[config.mk]
export PLATFORM = sky130hd
export DESIGN_NAME = lru_key_value_store
export DESIGN_NICKNAME = d
export VERILOG_FILES = /design/src/design/lkv_pkg.sv /design/src/design/lkv_front.sv /design/src/design/lkv_back.sv /design/src/design/lru_key_value_store.sv
export SDC_FILE = /design/constraint.sdc
export NUM_CORES = 2
export LEC_CHECK = 0
export BUFFER_PORTS_ARGS = -buffer_cell sky130_fd_sc_hd__buf_2
export CAP_MARGIN = 5
export CORE_MARGIN = 3
export CORE_UTILIZATION = 40
export CTS_CLUSTER_SIZE = 8
export DETAILED_ROUTE_END_ITERATION = 12
export PLACE_DENSITY = 0.63
export SYNTH_ARGS = -nofsm -noshare
export SYNTH_HDL_FRONTEND = slang
export SYNTH_HIERARCHICAL = 1
export SYNTH_SLANG_ARGS = --single-unit
[constraint.sdc]
create_clock -name clock -period 8.35 [get_ports clock]
set_clock_uncertainty 0.1 [all_clocks]
set_input_delay 1.67 -clock clock [delete_from_list [all_inputs] [get_ports clock]]
set_output_delay 1.67 -clock clock [all_outputs]
set_load 0.05 [all_outputs]
[src/design/lkv_pkg.sv]
// ----------------------------------------------------------------------------
// lkv_pkg: shared types for the LRU key-value store
// Request/response words, front-to-back queue entry and opcodes.
// ----------------------------------------------------------------------------
package lkv_pkg;
   localparam logic OP_GET = 1'b0;
   localparam logic OP_PUT = 1'b1;
   localparam logic [31:0] MISS_VALUE = 32'hFFFF_FFFF;
   localparam logic [4:0] CAP_RESET = 5'd16;
   localparam logic [0:0] REG_CAPACITY = 1'b0;

   typedef struct packed {
      logic               opcode;
      logic signed [31:0] lookup_key;
      logic signed [31:0] store_value;
   } req_type;

   typedef struct packed {
      logic               found;
      logic signed [31:0] read_value;
   } rsp_type;
endpackage

[src/design/lkv_front.sv]
// ----------------------------------------------------------------------------
// lkv_front: request intake
// Two-entry queue between the request port and the table engine.
// ----------------------------------------------------------------------------
module lkv_front (
   input  logic             clock,
   input  logic             reset,
   input  logic             push,
   input  lkv_pkg::req_type req_word,
   output logic             full,
   output logic             q_valid,
   output lkv_pkg::req_type q_word,
   input  logic             q_take
);
   import lkv_pkg::*;

   req_type    slot_ff [2];
   req_type    slot_in [2];
   logic [1:0] count_ff, count_in;
   logic       do_push;

   assign full    = (count_ff == 2'd2);
   assign q_valid = (count_ff != 2'd0);
   assign q_word  = slot_ff[0];
   assign do_push = push && !full;

   always_comb begin
      logic [1:0] c;
      slot_in[0] = slot_ff[0];
      slot_in[1] = slot_ff[1];
      c = count_ff;
      if (q_take && q_valid) begin
         slot_in[0] = slot_ff[1];
         c = c - 2'd1;
      end
      if (do_push) begin
         slot_in[c[0]] = req_word;
         c = c + 2'd1;
      end
      count_in = c;
   end

   always_ff @(posedge clock) begin
      slot_ff[0] <= slot_in[0];
      slot_ff[1] <= slot_in[1];
      if (reset) count_ff <= 2'd0;
      else count_ff <= count_in;
   end
endmodule

[src/design/lkv_back.sv]
// ----------------------------------------------------------------------------
// lkv_back: table engine
// Parallel key match, rank update and insert/evict, one word per cycle while
// the two-entry response queue on the output has room or is popped.
// ----------------------------------------------------------------------------
module lkv_back #(
   parameter int ENTRIES = 16
) (
   input  logic             clock,
   input  logic             reset,
   input  logic [4:0]       capacity,
   input  logic             q_valid,
   input  lkv_pkg::req_type q_word,
   output logic             q_take,
   output logic             empty,
   output lkv_pkg::rsp_type rsp_word,
   input  logic             pop
);
   import lkv_pkg::*;

   localparam int RW = (ENTRIES > 1) ? $clog2(ENTRIES) : 1;
   localparam int IW = (ENTRIES > 1) ? $clog2(ENTRIES) : 1;

   logic [ENTRIES-1:0] valid_ff, valid_in;
   logic [RW-1:0]      rank_ff [ENTRIES];
   logic [RW-1:0]      rank_in [ENTRIES];
   logic [31:0]        key_ff  [ENTRIES];
   logic [31:0]        val_ff  [ENTRIES];

   rsp_type    oq_ff [2];
   logic [1:0] oq_cnt_ff, oq_cnt_in;

   logic [ENTRIES-1:0] match, freed;
   logic               hit;
   logic [IW-1:0]      hit_idx, free_idx;
   logic               free_ok;
   logic [RW-1:0]      old_rank;
   logic [31:0]        hit_val;
   logic [8:0]         cap_eff;
   logic               go;
   rsp_type            res;

   // accept a new word while the response queue has room after this edge
   assign q_take = q_valid && (oq_cnt_ff != 2'd2 || pop);
   assign go     = q_take;
   assign empty  = (oq_cnt_ff == 2'd0);
   assign rsp_word = oq_ff[0];

   always_comb begin
      if (capacity == 5'd0) cap_eff = 9'd1;
      else if (9'(capacity) > 9'(ENTRIES)) cap_eff = 9'(ENTRIES);
      else cap_eff = 9'(capacity);
   end

   always_comb begin
      for (int i = 0; i < ENTRIES; i++)
         match[i] = valid_ff[i] && (key_ff[i] == q_word.lookup_key);
   end

   always_comb begin
      hit = 1'b0; hit_idx = '0; old_rank = '0; hit_val = '0;
      for (int i = ENTRIES - 1; i >= 0; i--) begin
         if (match[i]) begin
            hit = 1'b1; hit_idx = IW'(i); old_rank = rank_ff[i]; hit_val = val_ff[i];
         end
      end
   end

   // entries evicted on a put miss (ranks that would reach capacity drop)
   always_comb begin
      for (int i = 0; i < ENTRIES; i++)
         freed[i] = valid_ff[i] && (9'(rank_ff[i]) + 9'd1 >= cap_eff);
   end

   always_comb begin
      free_ok = 1'b0; free_idx = '0;
      for (int i = ENTRIES - 1; i >= 0; i--) begin
         if (!(valid_ff[i] && !freed[i])) begin
            free_ok = 1'b1; free_idx = IW'(i);
         end
      end
   end

   always_comb begin
      valid_in = valid_ff;
      for (int i = 0; i < ENTRIES; i++) rank_in[i] = rank_ff[i];
      res.found      = hit;
      res.read_value = (q_word.opcode == OP_PUT) ? 32'sd0 :
                       (hit ? $signed(hit_val) : $signed(MISS_VALUE));
      if (go) begin
         if (hit) begin
            for (int i = 0; i < ENTRIES; i++)
               if (valid_ff[i] && rank_ff[i] < old_rank) rank_in[i] = rank_ff[i] + RW'(1);
            rank_in[hit_idx] = '0;
         end else if (q_word.opcode == OP_PUT) begin
            for (int i = 0; i < ENTRIES; i++) begin
               if (freed[i]) begin
                  valid_in[i] = 1'b0; rank_in[i] = '0;
               end else if (valid_ff[i]) begin
                  rank_in[i] = rank_ff[i] + RW'(1);
               end
            end
            if (free_ok) begin
               valid_in[free_idx] = 1'b1; rank_in[free_idx] = '0;
            end
         end
      end
   end

   always_ff @(posedge clock) begin
      if (go && q_word.opcode == OP_PUT) begin
         if (hit) val_ff[hit_idx] <= q_word.store_value;
         else if (free_ok) begin
            key_ff[free_idx] <= q_word.lookup_key;
            val_ff[free_idx] <= q_word.store_value;
         end
      end
   end

   always_ff @(posedge clock) begin
      if (reset) begin
         valid_ff <= '0;
         for (int i = 0; i < ENTRIES; i++) rank_ff[i] <= '0;
      end else begin
         valid_ff <= valid_in;
         for (int i = 0; i < ENTRIES; i++) rank_ff[i] <= rank_in[i];
      end
   end

   // response queue
   always_comb begin
      logic [1:0] c;
      c = oq_cnt_ff;
      if (pop && !empty) c = c - 2'd1;
      if (go) c = c + 2'd1;
      oq_cnt_in = c;
   end

   always_ff @(posedge clock) begin
      if (pop && !empty) begin
         if (go && oq_cnt_ff == 2'd1) oq_ff[0] <= res;
         else oq_ff[0] <= oq_ff[1];
         if (go && oq_cnt_ff == 2'd2) oq_ff[1] <= res;
      end else if (go) begin
         if (oq_cnt_ff == 2'd0) oq_ff[0] <= res;
         else oq_ff[1] <= res;
      end
      if (reset) oq_cnt_ff <= 2'd0;
      else oq_cnt_ff <= oq_cnt_in;
   end
endmodule

[src/design/lru_key_value_store.sv]
// ----------------------------------------------------------------------------
// lru_key_value_store: fully associative key-value store, LRU replacement
// Path: a request is registered in the intake queue, then its result in the table engine's response queue.
// Throughput: one word per cycle while the result queue has room or is popped.
// Reset: synchronous; clears valid bits, ranks, queues; capacity back to 16.
// No clearing pass: valid bits are flip-flops.
// ----------------------------------------------------------------------------
module lru_key_value_store #(
   parameter int ENTRIES = 16
) (
   input  logic             clock,
   input  logic             reset,
   // request queue side
   input  logic             req_push,
   input  lkv_pkg::req_type req_word,
   output logic             req_full,
   // result queue side
   output logic             rsp_empty,
   output lkv_pkg::rsp_type rsp_word,
   input  logic             rsp_pop,
   // configuration port
   input  logic             csr_psel,
   input  logic             csr_penable,
   input  logic             csr_pwrite,
   input  logic [0:0]       csr_paddr,
   input  logic [31:0]      csr_pwdata,
   output logic [31:0]      csr_prdata,
   output logic             csr_pready
);
   import lkv_pkg::*;

   logic [4:0] cap_ff;
   logic       q_valid, q_take;
   req_type    q_word;

   assign csr_pready = 1'b1;
   // single register at byte address 0; paddr carries word bit above it
   assign csr_prdata = (csr_paddr == REG_CAPACITY) ? {27'd0, cap_ff} : 32'd0;

   always_ff @(posedge clock) begin
      if (reset) cap_ff <= CAP_RESET;
      else if (csr_psel && csr_penable && csr_pwrite && csr_paddr == REG_CAPACITY)
         cap_ff <= csr_pwdata[4:0];
   end

   lkv_front u_front (
      .clock, .reset,
      .push(req_push), .req_word, .full(req_full),
      .q_valid, .q_word, .q_take
   );

   lkv_back #(.ENTRIES(ENTRIES)) u_back (
      .clock, .reset, .capacity(cap_ff),
      .q_valid, .q_word, .q_take,
      .empty(rsp_empty), .rsp_word, .pop(rsp_pop)
   );

   a_no_take_empty: assert property (@(posedge clock) disable iff (reset)
      q_take |-> q_valid) else $error("take from empty intake queue");
   a_rsp_after_take: assert property (@(posedge clock) disable iff (reset)
      q_take |=> !rsp_empty) else $error("result missing after take");
endmodule
==> impl_metrics.tcl <==
set metrics [dict create \
    netlist_area_um2 62700 \
    cp-end-kind "register" \
    cts.reportedPaths.clkPinSlew_ns 0.06 \
    wl_per_cell_um 24.84 \
    worstSkewPairLatency_ns 0.80 \
    finalMaxSlewViolations 0 \
    dieArea_um2 161500 \
    cts_num_sinks 1309 \
    cts_buffers 182 \
    synth_area_leader_cell "edfxtp_1" \
    r2r_cells 21 \
    critPathMaxFanout 21 \
    ios 173 \
    setup_viol 0 \
    regToRegStartpoint "u_front/slot_ff[0][51]" \
    yosys_warnings 6 \
    area_growth_pct 12.76 \
    fin_nets 5361 \
    hold_start "cap_ff[0]" \
    period_needed_ns 6.934 \
    rsz0062_at_grt "no" \
    synthCells 5017 \
    ys_seq_area_share_pct 60.23 \
    timing_hold_violations_final 0 \
    vias 42220 \
    antenna_left 0 \
    synthXorXnorAreaFrac_pct 7.431 \
    fin_util_pct 45.63 \
    synth_most_common_cell "edfxtp_1" \
    nFillCells 13780 \
    crit_type "register to register" \
    via_per_inst 5.804 \
    r2r-end "u_back/rank_ff[1][24]" \
    place_congestion 0.9314 \
    status "finished, final reports clean" \
    die_y_um 401.9 \
    vdd_drop_max_uv 339.5 \
    grt_pass1_vias 40350 \
    grt_usage_pct 21.73 \
    ctsHtreeMaxLevel 4 \
    instances_no_fill 7274 \
    p_total_mw 22.36 \
    clockBufferDepth 3 \
    max_cap_viol_count 0 \
    hpwlAfterDp_um 118900 \
    coreArea_um2 154900 \
    cts-resized-gates 0 \
    max_slew_margin_pct 22.47 \
    synth_edf_count 1155 \
    drive_above_1_share_pct 14.33 \
    min_path_type "register to register" \
    fin_setup_tns_ns 0 \
    tightest_slew_ns 1.163 \
    tritoncts "done" \
    initial_core_util_pct 40.47 \
    synth_seq_cells 1309 \
    yosys.area_share.simple_pct 11.21 \
    leakage_nw 24.46 \
    required_ns 8.87 \
    synth.top_cells.by_count "edfxtp_1, nor2_1, nand2_1, o21ai_0, xnor2_1" \
    critPathLaunchType "register" \
    routed_wl_um 180700 \
    hold_depth 2 \
    portBuffers 117 \
    ys_async_sr_fraction_pct 0 \
    grt_pass1_wl_um 265500 \
    fin_crit_sh_pct 83.05 \
    antenna_found_initial 5 \
    grt_max_degree 75 \
    hold_path_end "cap_ff[0]" \
    max_clock_freq_mhz 144.2 \
    clockRootBuffer "clkbuf_16" \
    worstPathArrival_ns 7.46 \
    dp_cells 6982 \
    synth_compound_area_share_pct 9.378 \
    post_cts_buffers 0 \
    yosys.cell_types.count 95 \
    grt_overflow 0 \
    std_cell_rows 144 \
    cts_hold_buf 0 \
    muxShareOfSynthArea_pct 4.713 \
    synth_area_leaders "edfxtp_1, dfxtp_1, xnor2_1" \
    p_per_area_nw_per_um2 316.3 \
    synth_ff_type "edfxtp_1" \
    reg2reg_slack_ns 1.42 \
    avgSynthCellArea_um2 12.50 \
    drt_iter0_drc 4596 \
    crit_start "u_front/slot_ff[0][51]" \
    die_w_um 401.9 \
    drt_first_pass_iters 5 \
    holdWs_ns 0.4074 \
    synth_fa_ha_area_share_pct 2.849 \
    post-route-drc-count 0 \
    synth_top_family_by_area "simple AND/OR/NAND/NOR gates" \
    synth_top_area_share_pct 55.31 \
]
==> routing by layer <==
layer | vias to the layer above | track usage, % | part of all wire, %
li1 | 18960 | - | -
met1 | 21020 | 32.31 | 45
met2 | 1950 | 32.28 | 44
met3 | 295 | 3.750 | 8.5
met4 | 0 | 6.812 | 2.7
met5 | - | 0 | 0
==> cells in the final DEF (no fill, tap or decap), types with 141 or more instances in the layout <==
cell type	n
a21oi_1	164
xor2_1	261
inv_1	141
nand2_1	274
edfxtp_1	1155
o21ai_0	272
nor2_1	260
xnor2_1	271
buf_4	160
clkbuf_16	183
==> flip-flops by register name, summed over array words and instances (netlist names), named ones only <==
register	flops
u_front/count_ff	2
u_back/key_ff	512
u_back/valid_ff	16
cap_ff	5
u_back/rank_ff	64
u_back/oq_ff	66
u_front/slot_ff	65
u_back/val_ff	512
u_back/oq_cnt_ff	2
==> report_power, final <==
part           switching, mW  internal [mW]
Sequential              1.40           8.63
Clock                   2.75           4.07
Combinational           3.52           2.00
Total                   7.67           14.7
==> critical path, stage by stage, from the launching register on <==
cell and delay (ns):
dfxtp_2 0.89, xor2_1 0.20, nand4b_1 0.24, nor4_1 0.86, nand4_1 0.19, mux2_2 0.34
a221o_1 0.34, a31o_2 0.27, a211o_1 0.30, a21oi_1 0.21, o221ai_1 0.21, a31oi_1 0.28
mux2i_2 0.31, buf_4 0.32, ha_1 0.19, a21o_1 0.17, a211oi_1 0.35, nand2b_1 0.09
o21ai_1 0.34, mux2_2 0.38, nand2_1 0.07, a31oi_1 0.08
==> final cells by class <==
cell class	count	area (um^2)	share of cell area [%]
Sequential cell	1309	37810	53.47
Multi-Input combinational cell	3208	22710	32.12
Clock buffer	273	4927	6.969
Tap cell	2044	2557	3.617
Timing Repair Buffer	279	1842	2.605
Inverter	142	533.0	0.7538
Clock inverter	16	317.8	0.4495
Antenna cell	3	7.507	0.01062
==> logic make-up (layout without fill, tap and decap cells) <==
family	after synthesis	after routing
buffers and inverters	526	710
muxes	259	259
adders and majority gates	145	145
AOI/OAI and AO/OA	885	885
other	2	31
DFF	1309	1309
and+or+nand+nor	1359	1359
xor gates and xnor gates	532	532
==> how the worst max path moves through the flow <==
stage	cells after the start	end
floorplan	23	u_back/rank_ff[1][24]
global placement	21	u_back/rank_ff[1][24]
detailed placement	21	u_back/rank_ff[1][24]
CTS	21	u_back/rank_ff[1][24]
global route	21	u_back/rank_ff[1][24]
finish	21	u_back/rank_ff[1][24]
==> metrics by stage <==
step,area (um^2),setup slack [ns]
floorplan,62800,1.693
global placement,65450,1.664
finish,70710,1.416
detailed placement,65450,1.534
CTS,70700,1.515
global route,70700,1.127
No activity file was read; power rests on OpenSTA's default activity.
